**src/hdl/npc_pkg.sv**
```systemverilog
`timescale 1ns / 1ps
// Shared constants and types for the normal projection block.
// No dependencies; used by all files but npc_sqrt and npc_div.
package npc_pkg;

   localparam int COMPONENT_WIDTH_DEF = 16;
   localparam int FIELD_W = 16;
   localparam int OUT_W = 20;
   localparam int SQ_W = 31;
   localparam int QUEUE_DEPTH = 4;
   localparam int QPTR_W = 2;
   localparam int C_W = 19;
   localparam int L12_W = 19;
   localparam int LSUM_W = 38;

   // One classified word as it passes from the front end to the back end.
   typedef struct packed {
      logic [2:0][FIELD_W-1:0] n;
      logic [2:0][FIELD_W-1:0] v;
      logic [2:0][SQ_W-1:0]    sq;
   } front_word_type;

endpackage

```
**src/hdl/npc_queue.sv**
```systemverilog
`timescale 1ns / 1ps
// Short queue between front and back end. The back end takes a word
// whenever one is present. Depends on npc_pkg.
module npc_queue (
   input  logic                    clock,
   input  logic                    reset,
   input  logic                    push,
   input  npc_pkg::front_word_type push_word,
   output logic                    full,
   output logic                    pop,
   output npc_pkg::front_word_type pop_word
);
   import npc_pkg::*;

   front_word_type    mem_ff [QUEUE_DEPTH];
   logic [QPTR_W-1:0] wr_ptr_ff, rd_ptr_ff;
   logic [QPTR_W:0]   count_ff, count_in;

   assign full     = (count_ff == (QPTR_W + 1)'(QUEUE_DEPTH));
   assign pop      = (count_ff != '0);
   assign pop_word = mem_ff[rd_ptr_ff];

   always_comb begin
      count_in = count_ff;
      if (push && !pop) begin
         count_in = count_ff + 1'b1;
      end else if (pop && !push) begin
         count_in = count_ff - 1'b1;
      end
   end

   always_ff @(posedge clock) begin
      if (reset) begin
         wr_ptr_ff <= '0;
         rd_ptr_ff <= '0;
         count_ff  <= '0;
      end else begin
         count_ff <= count_in;
         if (push) begin
            wr_ptr_ff <= wr_ptr_ff + 1'b1;
         end
         if (pop) begin
            rd_ptr_ff <= rd_ptr_ff + 1'b1;
         end
      end
   end

   always_ff @(posedge clock) begin
      if (push) begin
         mem_ff[wr_ptr_ff] <= push_word;
      end
   end

endmodule

```
**config.mk**
```make
export PLATFORM = sky130hd
export DESIGN_NAME = npc_queue
export DESIGN_NICKNAME = d
export VERILOG_FILES = /design/src/hdl/npc_pkg.sv /design/src/hdl/npc_queue.sv
export SDC_FILE = /design/constraint.sdc
export NUM_CORES = 1
export LEC_CHECK = 0
export ABC_AREA = 1
export BUFFER_PORTS_ARGS = -buffer_cell sky130_fd_sc_hd__buf_2
export CAP_MARGIN = 20
export CORE_UTILIZATION = 40
export CTS_CLUSTER_DIAMETER = 60
export DETAILED_ROUTE_END_ITERATION = 10
export GPL_TIMING_DRIVEN = 0
export MAX_ROUTING_LAYER = met4
export PLACE_DENSITY_LB_ADDON = 0.2
export SYNTH_ARGS = -nofsm -noshare
export SYNTH_HDL_FRONTEND = slang
export SYNTH_SLANG_ARGS = --single-unit
```
**constraint.sdc**
```tcl
create_clock -name clock -period 5.2 [get_ports clock]
set_input_delay 0.26 -clock clock [delete_from_list [all_inputs] [get_ports clock]]
set_output_delay 0.26 -clock clock [all_outputs]
set_load 0.05 [all_outputs]
```
==> results.toml <==
[sta]
final.period_utilization = 0.640
worst_pin_slew_ns = 0.876
maxClockFrequency_ghz = 0.300
setup_violations = 0
rsz0062_at_grt = "no"
finalHoldViolations = 0
skew_ns = 0.0202
tns_ns = 0
post-route-min-period_ns = 3.33
drv_slew = 0
slew-limit-headroom = 0.416

[synth]
synth-warning-count = 0
synth_seq_area_share = 0.804
synth.distinct_cells = 20
synth_seq_cells = 765
yosys.area.top_type = "edfxtp_1"
synth_area_leaders = "edfxtp_1, o21ai_0, nor2_1, o22ai_1, buf_6"
netlist_area_um2 = 28400
synthCells = 1893
avgSynthCellArea_um2 = 15.0
synth_top_area_frac = 0.798
synth_fp_nets = 2090

[power]
powerDensity_nw_per_um2 = 587
vdd_ir_drop_max_uv = 417
leakage_nw = 12.7

[worst_setup_path]
path_common_cell = "buf_2"
crit_buf_inv = 5
end_kind = "primary output"
r2r-end = "mem_ff[0][89]"
crit_required_ns = 4.94
cp_slowest_cell = "clkbuf_1"
worst-r2r-setup-slack_ns = 2.86
reg2regPathDepth = 6
critical_path.max_fanout = 10
cp_top_family = "buffers and inverters"
crit_type = "flip-flop to primary output"
critPathMaxStageDelay_ns = 0.54
path_depth = 7
path_cells = "buf_4 > inv_2 > buf_2 > clkbuf_1 > o21ai_1 > o22ai_1 > buf_2"
rr_startpoint = "wr_ptr_ff[0]"
worstPathArrival_ns = 3.07
cp-start-kind = "flip-flop"
crit_end = "pop_word[154]"

[placement]
io_buffers = 382
place.gp.congestion = 0.759
place_inst = 3221
dp_hpwl_um = 45600

[final_layout]
num-nets-final = 2752
syn_to_final_growth_pct = 27.6
final_cell_count_no_fill = 3568
drive_above_1_share = 0.216
ff_latch_area_um2 = 22900
multi_input_area_um2 = 4700
fin_util = 0.517
fill_cells = 5964

[clock_tree]
ctsResizeCount = 0
cts-root-buf = "clkbuf_16"
cts_buffer_depth = 3
cts.htree.levels = 3
clk_latency_ns = 0.61
cts_tree = "built"
cts_buffers = 81
clock-sinks = 765
path_clk_slew_ns = 0.06

[routing]
drt-wirelength-per-cell_um = 21.6
drc = 0
vias = 18531
drtPass1Iterations = 5
viasPerCell = 5.19
ant_nets = 0
drt_iter0_markers = 1444
wl_um = 77000

[die]
io_pins = 383
die_w_um = 269
core_area_um2 = 70100
dieArea_um2 = 72200
row_count = 97
initial_core_util = 0.405
die_y_um = 269

[job]
cap_viol_max_count = 0

[global_routing]
grt_pass1_vias = 18829
track_usage = 0.213
grt_max_degree = 99
overflow = 0
grt_pass1_wl_um = 111000
antenna_found_initial = 11

[hold_path]
min_path_type = "input port to flip-flop"

[outcome]
status = "finished clean"
-- layout by cell type (no fill, tap or decap) --
cell type,instances
edfxtp_1,756
buf_2,398
nor2_1,387
o21ai_0,334
dlygate4sd3_1,191
o22ai_1,189
clkbuf_1,85
clkbuf_16,84
o21ai_1,48
buf_6,30
nand2_1,17
clkinv_2,14
clkinv_1,14
inv_1,12
diode_2,11
buf_4,9
dfxtp_1,9
bufinv_16,8
buf_16,6
inv_8,5
ha_1,5
a21oi_1,3
clkinv_8,3
buf_8,2
nand3_1,2
inv_2,1
buf_12,1
nand4_1,1
clkbuf_8,1
clkinvlp_4,1
inv_16,1
-- cells in the mapped netlist, drive strengths merged --
cell type,number
edfxtp,756
nand4,1
buf,58
nand2,17
o21ai,382
a21oi,3
ha,5
nand3,2
o22ai,189
clkbuf,66
dfxtp,9
nor2,387
inv,18
-- layout make-up --
type                       instances  area share
antenna                           11    0.000758
inverter                          18     0.00290
tap                              940      0.0324
timing repair buffer             579       0.110
multi-input combinational        986       0.130
sequential                       765       0.630
buffer                           124      0.0216
clock inverter                    41      0.0121
clock buffer                     104      0.0603
-- repair_timing --
item                       4_1_cts  5_1_grt
setup buffers                    0        0
setup endpoints to repair        0        0
hold endpoints to repair       764        0
hold buffers                   191        0
-- sequential cells by signal, indices dropped and copies added, names as in the netlist, named ones only --
signal	count
count_ff	3
mem_ff	756
wr_ptr_ff	2
rd_ptr_ff	2
-- routing by layer --
metal / part of all wire / track usage / up-vias
li1: - / - / 8526
met4: 0.021 / 0.0636 / 0
met1: 0.42 / 0.262 / 9297
met3: 0.077 / 0.0597 / 110
met2: 0.48 / 0.342 / 598
met5: 0 / - / -
-- worst min path at each step --
stage,cells past startpoint,start,end
CTS,2,push_word[46],mem_ff[0][46]
global placement,1,push_word[119],mem_ff[3][119]
global route,2,push_word[32],mem_ff[0][32]
floorplan,0,push_word[0],mem_ff[0][0]
detailed placement,1,push_word[80],mem_ff[2][80]
finish,2,push_word[46],mem_ff[0][46]
-- power by group --
part           total, W  internal, W  switching [W]  leakage [nW]
Clock           0.00569      0.00337        0.00232          1.29
Combinational   0.00847      0.00188        0.00659          4.43
Sequential      0.00713      0.00707      0.0000606          7.02
-- stage by stage --
step                total power [W]  instance area [um2]  hold WS (ns)  worst slack [ns]
floorplan                    0.0131                28400         0.359             0.442
global placement             0.0156                31500         0.470             -3.04
detailed placement           0.0156                31700         0.476              2.43
CTS                          0.0214                36300         0.344              1.75
global route                 0.0221                36300         0.365              1.71
finish                       0.0213                36300         0.384              1.87
-- cell families (layout without fill, tap and decap cells) --
kind of cell    after synthesis  in the layout  share of synthesized area
flops                       765            765                      0.804
compound gates              574            574                      0.109
simple gates                407            407                     0.0539
buf+inv                     142            866                     0.0302
fa+ha+maj                     5              5                    0.00220
other cells                   0             11                          0
(Power assumes the default switching activity.)
