===== config.mk =====
export PLATFORM = sky130hd
export DESIGN_NAME = npc_front
export DESIGN_NICKNAME = d
export VERILOG_FILES = /design/src/hdl/npc_pkg.sv /design/src/hdl/npc_front.sv
export SDC_FILE = /design/constraint.sdc
export NUM_CORES = 2
export LEC_CHECK = 0
export BUFFER_PORTS_ARGS = -buffer_cell sky130_fd_sc_hd__buf_2
export CELL_PAD_IN_SITES_DETAIL_PLACEMENT = 1
export CELL_PAD_IN_SITES_GLOBAL_PLACEMENT = 1
export CORE_UTILIZATION = 37
export CTS_CLUSTER_SIZE = 25
export DETAILED_ROUTE_END_ITERATION = 8
export PLACE_DENSITY_LB_ADDON = 0.1
export SYNTH_ARGS = -nofsm -noshare
export SYNTH_HDL_FRONTEND = slang
export SYNTH_SLANG_ARGS = --single-unit

===== constraint.sdc =====
create_clock -name clock -period 12.7 [get_ports clock]
set_clock_uncertainty 0.15 [all_clocks]
set_input_delay 2.54 -clock clock [delete_from_list [all_inputs] [get_ports clock]]
set_output_delay 2.54 -clock clock [all_outputs]
set_load 0.05 [all_outputs]

===== src/hdl/npc_pkg.sv =====
`timescale 1ns / 1ps
// Shared constants and types for the normal projection block.
// No dependencies; used by all files but npc_sqrt and npc_div.
package npc_pkg;

   localparam int COMPONENT_WIDTH_DEF = 16;
   localparam int FIELD_W = 16;
   localparam int OUT_W = 20;
   localparam int SQ_W = 31;
   localparam int QUEUE_DEPTH = 4;
   localparam int QPTR_W = 2;
   localparam int C_W = 19;
   localparam int L12_W = 19;
   localparam int LSUM_W = 38;

   // One classified word as it passes from the front end to the back end.
   typedef struct packed {
      logic [2:0][FIELD_W-1:0] n;
      logic [2:0][FIELD_W-1:0] v;
      logic [2:0][SQ_W-1:0]    sq;
   } front_word_type;

endpackage


===== src/hdl/npc_front.sv =====
`timescale 1ns / 1ps
// Front end: takes a command word, squares the normal's components and
// hands the word to the queue. Depends on npc_pkg.
module npc_front (
   input  logic                          clock,
   input  logic                          reset,
   input  logic                          start,
   output logic                          busy,
   input  logic signed [15:0]            req_normal_x,
   input  logic signed [15:0]            req_normal_y,
   input  logic signed [15:0]            req_normal_z,
   input  logic signed [15:0]            req_disp_x,
   input  logic signed [15:0]            req_disp_y,
   input  logic signed [15:0]            req_disp_z,
   input  logic                          queue_full,
   output logic                          push,
   output npc_pkg::front_word_type       word
);
   import npc_pkg::*;

   logic           valid_ff, valid_in;
   front_word_type word_ff, word_in;
   logic signed [31:0] sq_x, sq_y, sq_z;
   logic           accept;

   assign busy   = valid_ff & queue_full;
   assign accept = start & ~busy;
   assign push   = valid_ff & ~queue_full;
   assign word   = word_ff;

   always_comb begin
      sq_x = req_normal_x * req_normal_x;
      sq_y = req_normal_y * req_normal_y;
      sq_z = req_normal_z * req_normal_z;
      word_in.n  = {req_normal_z, req_normal_y, req_normal_x};
      word_in.v  = {req_disp_z, req_disp_y, req_disp_x};
      word_in.sq = {sq_z[SQ_W-1:0], sq_y[SQ_W-1:0], sq_x[SQ_W-1:0]};
      if (accept) begin
         valid_in = 1'b1;
      end else if (push) begin
         valid_in = 1'b0;
      end else begin
         valid_in = valid_ff;
      end
   end

   always_ff @(posedge clock) begin
      if (reset) begin
         valid_ff <= 1'b0;
      end else begin
         valid_ff <= valid_in;
      end
   end

   always_ff @(posedge clock) begin
      if (accept) begin
         word_ff <= word_in;
      end
   end

endmodule


==> reports/metrics.cfg <==
[outcome]
status=completed

[cells_and_area]
fin_util_pct=41.11
drive_gt1_share_pct=10.25
fill_cells=9720
syn_to_final_growth_pct=9.922
layout.nets=4408

[route]
drt_iter0_markers=828
antenna_left=0
met2RoutedLength_um=41170
m1WireLength_um=40300
num_vias=21180
wl_met3_um=2741
drc=0
drt-total-wl_um=85260
top_layer=met5
firstDrtPassIters=7
wire_per_inst_um=18.85
drt-vias-per-instance=4.684

[place]
placement.io_buffers=287
gp_congestion=0.8633
dp_hpwl_um=71500

[worst_setup_path]
cp-start-kind=input pin
critPathMaxFanout=20
cp-end-kind=flip-flop
worstPathRequired_ns=12.88
cp.arrival_ns=9.63
critPathKind=in -> reg

[floorplanning]
die_x_um=295.6
start_util_pct=37.39
fp.dieH_um=295.6
die-area_mm2=0.08737
core-area_mm2=0.08528
ios=291
row_count=107

[logic_synthesis]
ys_seq_elements=184
ys_seq_area_share_pct=17.29
yosysUniqueCellTypes=59
synthCells=3128
async_reset_ff_share_pct=0
synth_edf_count=183
syn_area_mm2=0.03189
ys_warn_count=0
postSynthAreaPerCell_um2=10.20
ys.flop_type=edfxtp_1

[clocking]
root_buffer=clkbuf_16
clk_latency_ns=0.51
holdBufCountCts=0
cts.sinks=184
clockBufferDepth=2
post_cts_buffers=0
clk_pin_slew_ns=0.08
htreeDepth=4
cts_buffers=17
ctsResizeCount=0
cts_tree=built

[min_path]
min_path_type=reg -> reg

[global_routing]
grt_start_max_net_pins=71
grt_antenna_before_repair=6
grt_pass1_wl_um=137300
grt_pass1_vias=24570
track_usage_pct=20.66
grt_overflow=0

[timing]
rsz0062_at_grt=false
relSlewSlack_pct=32.01
hold_violations=0
max_slew.worst_pin.slew_ns=1.020
max_freq_mhz=105.8
fin_crit_ns=9.451
finalSetupViolCount=0
fin_setup_tns_ns=0
finalCritPeriodShare_pct=74.42
finalMaxSlewViolations=0

[flow_run]
max_cap_violations=0

## final cells by class
type	instances	area (um2)	share of cell area, %
Clock inverter	14	135.1	0.3855
Antenna cell	3	7.507	0.02142
Clock buffer	18	429.2	1.224
Sequential cell	184	5515	15.73
Timing Repair Buffer	293	1481	4.226
Inverter	963	3615	10.31
Multi-Input combinational cell	1903	22440	64.01
Tap cell	1144	1431	4.083
## metrics by stage
step	std cells	cell area, um2	hold slack, ns	setup slack (ns)
after global placement	4487	34480	0.5153	2.843
after global routing	4519	35050	0.5670	2.879
after CTS	4519	35050	0.5523	3.215
after detailed placement	4487	34480	0.5361	2.708
after floorplan	3130	31900	0.6772	0.8682
final	4522	35050	0.5388	3.249
## path summary, 6_finish.rpt
kind                               from               endpoint  slack, ns  cells after the start
hold reg to reg   valid_ff$_SDFFE_PP0P_  valid_ff$_SDFFE_PP0P_       0.54                      3
setup / recovery       req_normal_x[15]     word[30]$_DFFE_PP_       3.25                     22
hold / removal    valid_ff$_SDFFE_PP0P_  valid_ff$_SDFFE_PP0P_       0.54                      3
setup reg to reg  valid_ff$_SDFFE_PP0P_    word[114]$_DFFE_PP_       9.83                      4
## sequential cells by signal, summed over array words and instances (netlist names)
signal    count
word        183
valid_ff      1
## placed cells by master, fill, tap and decap left out, types with 5 or more instances in the layout
| cell | instances |
|---|---|
| ha_1 | 260 |
| a211oi_1 | 8 |
| and2_1 | 111 |
| nor3_1 | 20 |
| nand3_1 | 14 |
| nand4_1 | 6 |
| nor2b_1 | 12 |
| o21bai_1 | 14 |
| o21ai_0 | 30 |
| nand2_1 | 241 |
| a21oi_1 | 64 |
| nand2b_1 | 13 |
| edfxtp_1 | 183 |
| nor2_1 | 134 |
| nor4_1 | 5 |
| xnor2_1 | 97 |
| or3_1 | 9 |
| buf_2 | 287 |
| inv_1 | 958 |
| a21o_1 | 46 |
| a31oi_1 | 8 |
| a31o_2 | 9 |
| a221oi_1 | 5 |
| and3_1 | 12 |
| or2_2 | 7 |
| clkbuf_16 | 17 |
| fa_1 | 686 |
| clkinv_1 | 5 |
| buf_4 | 6 |
| o21a_1 | 11 |
| xor2_1 | 23 |
## kinds of logic after synthesis
kind of cell	after synthesis	synth area share, %
buffers and inverters	1043	12.39
adder cells (fa/ha/maj)	946	53.26
AND/OR/NAND/NOR	593	8.604
AO/OA/AOI/OAI	236	4.971
flip-flops	184	17.29
XOR/XNOR	120	3.296
multiplexers	5	0.1726
other	1	0.01176
## layer usage
metal | global-route usage [%] | vias to the layer above
li1 | - | 9731
met5 | 0 | -
met3 | 2.556 | 48
met4 | 4.170 | 2
met1 | 28.95 | 11080
met2 | 34.34 | 326
## cell usage after synthesis, types with 13 or more instances
cell type | n | share of area, %
a21o_1 | 46 | 1.1
a21oi_1 | 64 | 1.0
and2_1 | 111 | 2.2
clkbuf_1 | 67 | 0.79
edfxtp_1 | 183 | 17
fa_1 | 686 | 43
ha_1 | 260 | 10
inv_1 | 958 | 11
nand2_1 | 241 | 2.8
nand2b_1 | 13 | 0.26
nand3_1 | 14 | 0.22
nor2_1 | 134 | 1.6
nor2b_1 | 13 | 0.26
nor3_1 | 20 | 0.31
o21ai_0 | 30 | 0.47
o21bai_1 | 14 | 0.33
xnor2_1 | 97 | 2.7
xor2_1 | 23 | 0.63
## worst max-delay path, stage by stage
cell and delay [ns]:
buf_2 0.23, inv_1 0.50, nor2_1 0.19, fa_1 0.83, inv_1 0.12, fa_1 0.57, inv_1 0.27, fa_1 0.50
fa_1 0.51, fa_1 0.49, inv_1 0.05, fa_1 0.47, inv_1 0.04, ha_1 0.43, nand3_1 0.15, or2_2 0.33
nor2_1 0.22, nand2_1 0.08, or3_1 0.43, a21o_1 0.22, and3_1 0.15, a311oi_1 0.28
Power is not shown: default switching activity piles up to over one toggle a cycle in this logic, so the estimate is an artifact.
